`src/design/rlm_pkg.sv`:
```
// ----------------------------------------------------------------------------
// rlm_pkg: shared constants for the RMS level meter
// Field widths, fixed-point limits and sizing of the divide and root steps.
// ----------------------------------------------------------------------------
package rlm_pkg;

    localparam int DEF_MAX_RUN = 4096;

    localparam int SAMPLE_W   = 16;
    localparam int SQ_W       = 31;
    localparam int MEAN_W     = 31;
    localparam int RAD_W      = 36;
    localparam int ROOT_W     = 18;
    localparam int SQRT_STEPS = RAD_W / 2;
    localparam int LEVEL_W    = 17;
    localparam int TDATA_W    = 24;

    localparam logic [LEVEL_W-1:0] FULL_SCALE = 17'h10000;

endpackage

```
`src/design/rlm_accum.sv`:
```
// ----------------------------------------------------------------------------
// rlm_accum: square-accumulate stage
// Squares each sample, sums and counts up to MAX_RUN samples per run and
// flags ignored samples. Presents the run totals including the current beat, unless the run is full.
// ----------------------------------------------------------------------------
module rlm_accum
    import rlm_pkg::*;
#(
    parameter int MAX_RUN = DEF_MAX_RUN,
    parameter int CNT_W   = $clog2(MAX_RUN + 1),
    parameter int SUM_W   = SQ_W + CNT_W
) (
    input  logic                       aclk,
    input  logic                       aresetn,
    input  logic                       take,
    input  logic                       last,
    input  logic signed [SAMPLE_W-1:0] sample,
    output logic [SUM_W-1:0]           run_sum,
    output logic [CNT_W-1:0]           run_count,
    output logic                       run_ovf
);

    logic [SUM_W-1:0] sum_reg;
    logic [CNT_W-1:0] count_reg;
    logic             ovf_reg;
    logic signed [2*SAMPLE_W-1:0] sq_full;
    logic [SQ_W-1:0]  sq;
    logic             full;

    assign sq_full = sample * sample;
    assign sq      = sq_full[SQ_W-1:0];
    assign full    = (count_reg == CNT_W'(MAX_RUN));

    always_comb begin
        if (full) begin
            run_sum   = sum_reg;
            run_count = count_reg;
            run_ovf   = 1'b1;
        end else begin
            run_sum   = sum_reg + SUM_W'(sq);
            run_count = count_reg + CNT_W'(1);
            run_ovf   = ovf_reg;
        end
    end

    always_ff @(posedge aclk) begin
        if (!aresetn) begin
            sum_reg   <= '0;
            count_reg <= '0;
            ovf_reg   <= 1'b0;
        end else if (take) begin
            if (last) begin
                sum_reg   <= '0;
                count_reg <= '0;
                ovf_reg   <= 1'b0;
            end else begin
                sum_reg   <= run_sum;
                count_reg <= run_count;
                ovf_reg   <= run_ovf;
            end
        end
    end

endmodule

```
`src/design/rlm_divsqrt.sv`:
```
// ----------------------------------------------------------------------------
// rlm_divsqrt: iterative mean and root unit
// One shared subtract/compare unit runs a restoring divide of the sum by the
// count, one bit a cycle, then a restoring square root of 36 times the mean.
// ----------------------------------------------------------------------------
module rlm_divsqrt
    import rlm_pkg::*;
#(
    parameter int MAX_RUN = DEF_MAX_RUN,
    parameter int CNT_W   = $clog2(MAX_RUN + 1),
    parameter int SUM_W   = SQ_W + CNT_W
) (
    input  logic               aclk,
    input  logic               aresetn,
    input  logic               start,
    input  logic [SUM_W-1:0]   run_sum,
    input  logic [CNT_W-1:0]   run_count,
    input  logic               run_ovf,
    input  logic               res_take,
    output logic               res_valid,
    output logic               busy,
    output logic [LEVEL_W-1:0] level,
    output logic               truncated
);

    localparam int SUB_W  = (CNT_W + 1 > ROOT_W + 2) ? CNT_W + 1 : ROOT_W + 2;
    localparam int STEP_W = $clog2(SUM_W);

    typedef enum logic [2:0] {ST_IDLE, ST_DIV, ST_SCALE, ST_SQRT, ST_DONE} state_t;

    state_t            state_reg;
    logic [STEP_W-1:0] step_reg;
    logic [SUM_W-1:0]  dvd_reg;
    logic [CNT_W-1:0]  dvs_reg;
    logic [SUB_W-1:0]  rem_reg;
    logic [RAD_W-1:0]  rad_reg;
    logic [ROOT_W-1:0] root_reg;
    logic              zdiv_reg;
    logic              ovf_reg;

    logic [SUB_W-1:0]  op_a;
    logic [SUB_W-1:0]  op_b;
    logic [SUB_W:0]    diff;
    logic              ge;
    logic [MEAN_W-1:0] mean;

    always_comb begin
        if (state_reg == ST_SQRT) begin
            op_a = {rem_reg[SUB_W-3:0], rad_reg[RAD_W-1 -: 2]};
            op_b = SUB_W'({root_reg, 2'b01});
        end else begin
            op_a = {rem_reg[SUB_W-2:0], dvd_reg[SUM_W-1]};
            op_b = SUB_W'(dvs_reg);
        end
    end

    assign diff = {1'b0, op_a} - {1'b0, op_b};
    assign ge   = !diff[SUB_W];
    assign mean = zdiv_reg ? '0 : dvd_reg[MEAN_W-1:0];

    assign res_valid = (state_reg == ST_DONE);
    assign busy      = (state_reg != ST_IDLE);
    assign level     = (root_reg > ROOT_W'(FULL_SCALE)) ? FULL_SCALE
                                                        : root_reg[LEVEL_W-1:0];
    assign truncated = ovf_reg;

    always_ff @(posedge aclk) begin
        if (!aresetn) begin
            state_reg <= ST_IDLE;
        end else begin
            unique case (state_reg)
                ST_IDLE: begin
                    if (start) begin
                        dvd_reg   <= run_sum;
                        dvs_reg   <= run_count;
                        zdiv_reg  <= (run_count == '0);
                        ovf_reg   <= run_ovf;
                        rem_reg   <= '0;
                        step_reg  <= STEP_W'(SUM_W - 1);
                        state_reg <= ST_DIV;
                    end
                end
                ST_DIV: begin
                    rem_reg  <= ge ? diff[SUB_W-1:0] : op_a;
                    dvd_reg  <= {dvd_reg[SUM_W-2:0], ge};
                    step_reg <= step_reg - STEP_W'(1);
                    if (step_reg == '0) begin
                        state_reg <= ST_SCALE;
                    end
                end
                ST_SCALE: begin
                    rad_reg   <= (RAD_W'(mean) << 5) + (RAD_W'(mean) << 2);
                    rem_reg   <= '0;
                    root_reg  <= '0;
                    step_reg  <= STEP_W'(SQRT_STEPS - 1);
                    state_reg <= ST_SQRT;
                end
                ST_SQRT: begin
                    rem_reg  <= ge ? diff[SUB_W-1:0] : op_a;
                    root_reg <= {root_reg[ROOT_W-2:0], ge};
                    rad_reg  <= {rad_reg[RAD_W-3:0], 2'b00};
                    step_reg <= step_reg - STEP_W'(1);
                    if (step_reg == '0) begin
                        state_reg <= ST_DONE;
                    end
                end
                ST_DONE: begin
                    if (res_take) begin
                        state_reg <= ST_IDLE;
                    end
                end
                default: begin
                    state_reg <= ST_IDLE;
                end
            endcase
        end
    end

endmodule

```
`src/design/rms_level_meter.sv`:
```
// ----------------------------------------------------------------------------
// rms_level_meter: RMS level of runs of signed 16-bit PCM samples
// Emits min(1, 3*rms) in 1.16 unsigned fixed point once per run.
// ----------------------------------------------------------------------------
// Usage:
//   s_axis: one sample per beat in s_tdata, s_tlast marks the last sample of
//   a run. Non-last samples take one cycle each and may come back to back.
//   Samples past MAX_RUN in a run are dropped and set the truncated flag.
//   m_axis: one beat per run, level in m_tdata[16:0] (65536 = full scale),
//   truncated in m_tuser.
//   After the last beat of a run the result is computed by the bit-serial
//   divide (SUM_W steps) and root (18 steps) on one subtractor; s_tready
//   is low meanwhile. A waiting result sits in the output register, so
//   input is taken again while m_tready is low; a second result waits in
//   the unit.
//   Reset clears the run totals, the sequencer and m_tvalid.
// ----------------------------------------------------------------------------
module rms_level_meter
    import rlm_pkg::*;
#(
    parameter int MAX_RUN = DEF_MAX_RUN
) (
    input  logic               aclk,
    input  logic               aresetn,
    input  logic               s_tvalid,
    output logic               s_tready,
    input  logic [SAMPLE_W-1:0] s_tdata,   // [15:0] sample
    input  logic               s_tlast,   // last_in_run
    output logic               m_tvalid,
    input  logic               m_tready,
    output logic [TDATA_W-1:0] m_tdata,   // [16:0] level, [23:17] zero
    output logic               m_tuser    // [0] truncated
);

    localparam int CNT_W = $clog2(MAX_RUN + 1);
    localparam int SUM_W = SQ_W + CNT_W;

    logic               s_take;
    logic [SUM_W-1:0]   run_sum;
    logic [CNT_W-1:0]   run_count;
    logic               run_ovf;
    logic               res_valid;
    logic               res_take;
    logic               busy;
    logic [LEVEL_W-1:0] level;
    logic               truncated;

    logic               m_tvalid_reg;
    logic [LEVEL_W-1:0] level_reg;
    logic               trunc_reg;

    assign s_tready = !busy;
    assign s_take   = s_tvalid && s_tready;
    assign res_take = res_valid && (!m_tvalid_reg || m_tready);

    rlm_accum #(
        .MAX_RUN (MAX_RUN),
        .CNT_W   (CNT_W),
        .SUM_W   (SUM_W)
    ) u_accum (
        .aclk      (aclk),
        .aresetn   (aresetn),
        .take      (s_take),
        .last      (s_tlast),
        .sample    ($signed(s_tdata)),
        .run_sum   (run_sum),
        .run_count (run_count),
        .run_ovf   (run_ovf)
    );

    rlm_divsqrt #(
        .MAX_RUN (MAX_RUN),
        .CNT_W   (CNT_W),
        .SUM_W   (SUM_W)
    ) u_divsqrt (
        .aclk      (aclk),
        .aresetn   (aresetn),
        .start     (s_take && s_tlast),
        .run_sum   (run_sum),
        .run_count (run_count),
        .run_ovf   (run_ovf),
        .res_take  (res_take),
        .res_valid (res_valid),
        .busy      (busy),
        .level     (level),
        .truncated (truncated)
    );

    always_ff @(posedge aclk) begin
        if (!aresetn) begin
            m_tvalid_reg <= 1'b0;
        end else begin
            if (res_take) begin
                m_tvalid_reg <= 1'b1;
                level_reg    <= level;
                trunc_reg    <= truncated;
            end else if (m_tready) begin
                m_tvalid_reg <= 1'b0;
            end
        end
    end

    assign m_tvalid = m_tvalid_reg;
    assign m_tdata  = TDATA_W'(level_reg);
    assign m_tuser  = trunc_reg;

    a_last_blocks: assert property (@(posedge aclk) disable iff (!aresetn)
        (s_tvalid && s_tready && s_tlast) |=> !s_tready)
        else $error("input taken right after the last beat of a run");

    a_level_sat: assert property (@(posedge aclk) disable iff (!aresetn)
        (m_tvalid && m_tdata[16]) |-> (m_tdata[15:0] == 16'h0000))
        else $error("level above full scale");

    a_res_hold: assert property (@(posedge aclk) disable iff (!aresetn)
        (res_valid && !res_take) |=> (res_valid && $stable(level)))
        else $error("pending result lost or changed");

endmodule
```
`config.mk`:
```
export PLATFORM = sky130hd
export DESIGN_NAME = rms_level_meter
export DESIGN_NICKNAME = d
export VERILOG_FILES = /design/src/design/rlm_pkg.sv /design/src/design/rlm_accum.sv /design/src/design/rlm_divsqrt.sv /design/src/design/rms_level_meter.sv
export SDC_FILE = /design/constraint.sdc
export NUM_CORES = 1
export LEC_CHECK = 0
export ABC_AREA = 1
export BUFFER_PORTS_ARGS = -buffer_cell sky130_fd_sc_hd__buf_4
export CAP_MARGIN = 5
export CORE_ASPECT_RATIO = 1.25
export CORE_MARGIN = 5
export CORE_UTILIZATION = 42
export DETAILED_ROUTE_END_ITERATION = 6
export PLACE_DENSITY = 0.57
export SLEW_MARGIN = 20
export SYNTH_ARGS = -nofsm -noshare
export SYNTH_HDL_FRONTEND = slang
export SYNTH_SLANG_ARGS = --single-unit
```
`constraint.sdc`:
```
create_clock -name aclk -period 10.7 [get_ports aclk]
set_clock_uncertainty 0.2 [all_clocks]
set_input_delay 1.07 -clock aclk [delete_from_list [all_inputs] [get_ports aclk]]
set_output_delay 1.07 -clock aclk [all_outputs]
set_load 0.01 [all_outputs]
```
Word level (Yosys, flattened, before mapping)
Index checks and enable logic that the tools add are counted.
{ "word_totals": {"output_inout_bits": 27, "word_cells": 78, "reg_bits": 218} }
{ "classes": {"muxes": 25, "addsub": 5, "multipliers": 1, "order_cmp": 1, "reduce_logical": 22, "eq_ne": 9} }
{ "op_table": {"columns": ["operator", "count"], "rows": [
  ["2-to-1 mux 44 bit", 3],
  ["one-hot mux 44 bit (2 select lines)", 1],
  ["one-hot mux 36 bit (2 select lines)", 1],
  ["one-hot mux 19 bit (3 select lines)", 1],
  ["adder 44 x 31 -> 44 bit", 1],
  ["2-to-1 mux 20 bit", 2],
  ["2-to-1 mux 19 bit", 2],
  ["adder 36 x 33 -> 36 bit", 1],
  ["one-hot mux 18 bit (2 select lines)", 1],
  ["multiplier 16 x 16 -> 31 bit", 1],
  ["2-to-1 mux 31 bit", 1],
  ["2-to-1 mux 13 bit", 2],
  ["subtractor 20 x 20 -> 21 bit", 1],
  ["greater-than comparator 18 x 17 -> 1 bit (second input constant)", 1],
  ["one-hot mux 6 bit (3 select lines)", 1],
  ["one-hot mux 3 bit (5 select lines)", 1],
  ["adder 13 x 1 -> 13 bit (second input constant)", 1],
  ["equality test 13 bit (second input constant)", 1],
  ["logical NOT 13 bit", 1],
  ["2-to-1 mux 3 bit", 4],
  ["AND reduction 3 bit", 3],
  ["equality test 3 x 2 -> 1 bit (second input constant)", 2],
  ["logical NOT 6 bit", 1],
  ["2-to-1 mux 6 bit", 1],
  ["15 further kinds", 28]
]} }

Depth between registers and ports, before layout
{ "logic_depth": {"word_depth": 6, "mapped_depth": 40, "mapped_depth_nobuf": 39} }

Cells and area by module
A second synthesis with hierarchy kept.
{ "unflattened": {"hier_cells": 3545, "hier_area_um2": 25455.7} }
{ "modules_own_cells": {"columns": ["mod", "cells_each", "instances", "area_each_um2", "seq_area_each_um2"], "rows": [
  ["rlm_accum", 2122, 1, 14898.0, 1161.1],
  ["rlm_divsqrt", 1384, 1, 9884.5, 4144.0],
  ["rms_level_meter", 39, 1, 673.1, 560.5]
]} }

Worst setup path before layout
No wires, ideal clock.
{ "synth_path": {"kind": "in2reg", "startpoint": "input s_tdata[4]", "endpoint": "register u_divsqrt.dvd_reg[30], data pin", "arrival_time_ns": 7.430, "path_slack_ns": 2.806, "t_required_ns": 10.236, "stages": 33, "path_buffers": 2, "path_cell_list": "clkbuf_1 -> clkbuf_1 -> nand2_1 -> fa_1 -> fa_1 -> fa_1 -> inv_1 -> fa_1 -> fa_1 -> inv_1 -> fa_1 -> inv_1 -> ha_1 -> nand2_1 -> nor2_1 -> nor3b_1 -> a21oi_1 -> o21ai_1 -> a21oi_1 -> xnor2_1 -> ha_1 -> nand2_1 -> inv_1 -> nand2_1 -> nand2_1 -> a21oi_1 -> nor2_1 -> nor2_1 -> nand2_1 -> nand2_1 -> nand3_1 -> nand3_1 -> o21ai_1"} }
{ "synth_via": {"elab_chain_len": 5} }
{ "synth_lines": {"columns": ["item", "line", "text"], "rows": [
  ["start: declaration", "rms_level_meter.sv:27", "input logic [SAMPLE_W-1:0] s_tdata,"],
  ["multiplier 16 x 16 -> 31 bit", "rlm_accum.sv:30", "assign sq_full = sample * sample;"],
  ["adder 44 x 31 -> 44 bit", "rlm_accum.sv:40", "run_sum = sum_reg + SUM_W'(sq);"],
  ["2-to-1 mux 44 bit", "rlm_accum.sv:35", "if (full) begin"],
  ["2-to-1 mux 44 bit", "rlm_divsqrt.sv:73", "if (start) begin"],
  ["one-hot mux 44 bit (2 select lines)", "rlm_divsqrt.sv:71", "unique case (state_reg)"],
  ["end signal: assignment", "rlm_divsqrt.sv:74", "dvd_reg <= run_sum;"],
  ["end signal: assignment", "rlm_divsqrt.sv:85", "dvd_reg <= {dvd_reg[SUM_W-2:0], ge};"],
  ["end: declaration", "rlm_divsqrt.sv:33", "logic [SUM_W-1:0] dvd_reg;"]
]} }
Every way passes these cells. The select of a mux whose other input is x is not followed.
A chain may end at the register's enable or synchronous reset.

Worst setup path in the final report
{ "layout_path": {"startpoint": "input s_tdata[15]", "endpoint": "register u_divsqrt.dvd_reg[27], data pin"} }
Same word-level chain as after synthesis.

==> impl_metrics.tcl <==
set metrics [dict create \
    status "finished clean" \
    clock_sinks 216 \
    postRouteAntennaNets 0 \
    row_count 99 \
    first_global_vias 21315 \
    die_x_um 227 \
    mostFrequentLayoutCells "nand2_1 (775), inv_1 (689), nor2_1 (240)" \
    start_kind "input pin" \
    portBuffers 40 \
    drive_gt1_share_pct 5.06 \
    cp-end-kind "register" \
    drc 0 \
    n_antenna_cell 0 \
    routed_wl_um 64800 \
    hold_buffers 0 \
    cts_setup_buffers 0 \
    ys_ff_latch 216 \
    start_util_pct 42.3 \
    synth_area_leaders "edfxtp_1 (19%), fa_1 (19%), nand2_1 (12%)" \
    setup_viol 0 \
    netlist_area_um2 24700 \
    drt_iter0_drc 1089 \
    critPathMostFrequentCell "nand2_1" \
    yosysTopAreaCellShare_pct 18.8 \
    dieArea_um2 63700 \
    avgSynthCellArea_um2 7.48 \
    track_usage_pct 20.6 \
    vias 20443 \
    ios 48 \
    grt_max_degree 73 \
    design_area_um2 26400 \
    final_min_period_over_clock_period_pct 81.2 \
    h-tree-depth 1 \
    drv_cap 0 \
    root_buffer "clkbuf_16" \
    final_common_cell "nand2_1" \
    postSynthCellCount 3295 \
    dp_hpwl_um 53200 \
    seq_area_frac_synth_pct 23.8 \
    maxSlewHeadroom_pct 36.8 \
    worst_ep_arrival_time_ns 8.76 \
    path_clk_slew_ns 0.07 \
    finalNetCount 3711 \
    cts_buffers 23 \
    area_delta_synth_final_pct 6.88 \
    setup_tns_ns 0 \
    overflow 0 \
    cts_tree "built" \
    core_um2 58200 \
    rsz0062_at_grt "no" \
    hold_viol 0 \
    viasPerCell 5.04 \
    critical_path.max_stage_delay_ns 0.55 \
    dpl_cell_area_um2 25600 \
    globalplace.congestion 1.07 \
    drt_first_pass_iters 5 \
    cts_resized 0 \
    clock_path_buffers 3 \
    worstPathRequired_ns 10.77 \
    slowest_stage "fa_1" \
    die_y_um 281 \
    yosys_most_used_dff "edfxtp_1" \
    slew_violations 0 \
    hold_class "register to register" \
    path_max_fanout 24 \
    wl_per_cell_um 16.0 \
    min_period_ns 8.69 \
    synth_top_cell_by_area "edfxtp_1" \
    ys_types 58 \
    antenna_found_initial 0 \
    max_freq_ghz 0.115 \
    clock_latency_ns 0.55 \
    synth_edf_count 154 \
    async_flop_share_pct 0 \
    criticalPathCategory "input pin to register" \
    worstMarginPinSlew_ns 0.946 \
    yosys_warnings 0 \
    grt_pass1_wl_um 107000 \
]
## layer usage
layer	track usage [%]	vias up	part of all wire (%)	wire (µm)
li1	-	10225	-	-
met1	24.5	9705	41	26600
met2	38.8	393	52	33700
met3	1.27	120	2.9	1910
met4	7.47	0	3.9	2550
met5	0	-	0	0
## metrics by stage
stage	util (%)	std cells	hold WS, ns	setup slack, ns
after global routing	45.3	4059	0.297	1.62
after CTS	45.3	4059	0.289	2.10
after detailed placement	44.0	4017	0.273	1.53
after global placement	44.0	4017	0.259	1.58
final	45.3	4059	0.284	2.01
after floorplan	-	3301	0.200	2.81
## worst max-delay path, delay by kind of cell
family | cells | cell delay [ns]
AOI/OAI and AO/OA | 4 | 0.86
xor gates and xnor gates | 2 | 0.44
adders and majority gates | 8 | 3.54
buffers and inverters | 7 | 0.91
and+or+nand+nor | 12 | 1.90
## cell usage after synthesis (3+ instances only)
| cell | count |
|---|---|
| or2_2 | 10 |
| nor2_4 | 3 |
| inv_1 | 690 |
| edfxtp_1 | 154 |
| nand4_1 | 31 |
| nor2_2 | 6 |
| xnor2_1 | 41 |
| nand3b_1 | 7 |
| nand3_1 | 169 |
| fa_1 | 228 |
| o21bai_1 | 14 |
| a21o_1 | 12 |
| o211ai_1 | 7 |
| inv_2 | 19 |
| ha_1 | 177 |
| mux2i_1 | 7 |
| dfxtp_1 | 62 |
| nor4_1 | 5 |
| or2_1 | 25 |
| o21ai_0 | 111 |
| nand2_2 | 11 |
| a21boi_0 | 7 |
| nor3_1 | 29 |
| o31ai_1 | 3 |
| or2_0 | 4 |
| buf_1 | 8 |
| buf_2 | 22 |
| a31oi_1 | 13 |
| o21a_1 | 3 |
| o21ai_1 | 45 |
| clkbuf_1 | 54 |
| nor2_1 | 241 |
| xor2_1 | 53 |
| a21oi_2 | 3 |
| nor3_2 | 6 |
| a21oi_1 | 202 |
| buf_4 | 11 |
| nand2_1 | 775 |
| nand3_2 | 3 |
## area by class of cell
type	instances	area [µm²]
Inverter	711	2670
Multi-Input combinational cell	2278	15700
Timing Repair Buffer	55	413
Sequential cell	216	5870
Clock buffer	27	591
Fill cell	5967	31900
Clock inverter	15	131
Tap cell	757	947
## logic make-up after synthesis
group / synth area share [%]
buffers and inverters: 12.6
AO/OA/AOI/OAI: 9.59
AND/OR/NAND/NOR: 22.8
multiplexers: 0.284
XOR/XNOR: 3.41
adder cells (fa/ha/maj): 27.5
other: 0.0152
flip-flops: 23.8
## final timing paths
path                                             start                     to  slack [ns]  depth (start not counted)
worst min-delay path               u_divsqrt.truncated                m_tuser        0.28                          0
worst max-delay path                       s_tdata[15]  u_divsqrt.dvd_reg[27]        2.01                         33
worst max register to register  u_divsqrt.state_reg[2]   u_divsqrt.dvd_reg[0]        6.26                         15
worst min register to register     u_divsqrt.truncated                m_tuser        0.28                          0
Power is not shown: default switching activity piles up to over one toggle a cycle in this logic, so the estimate is an artifact.
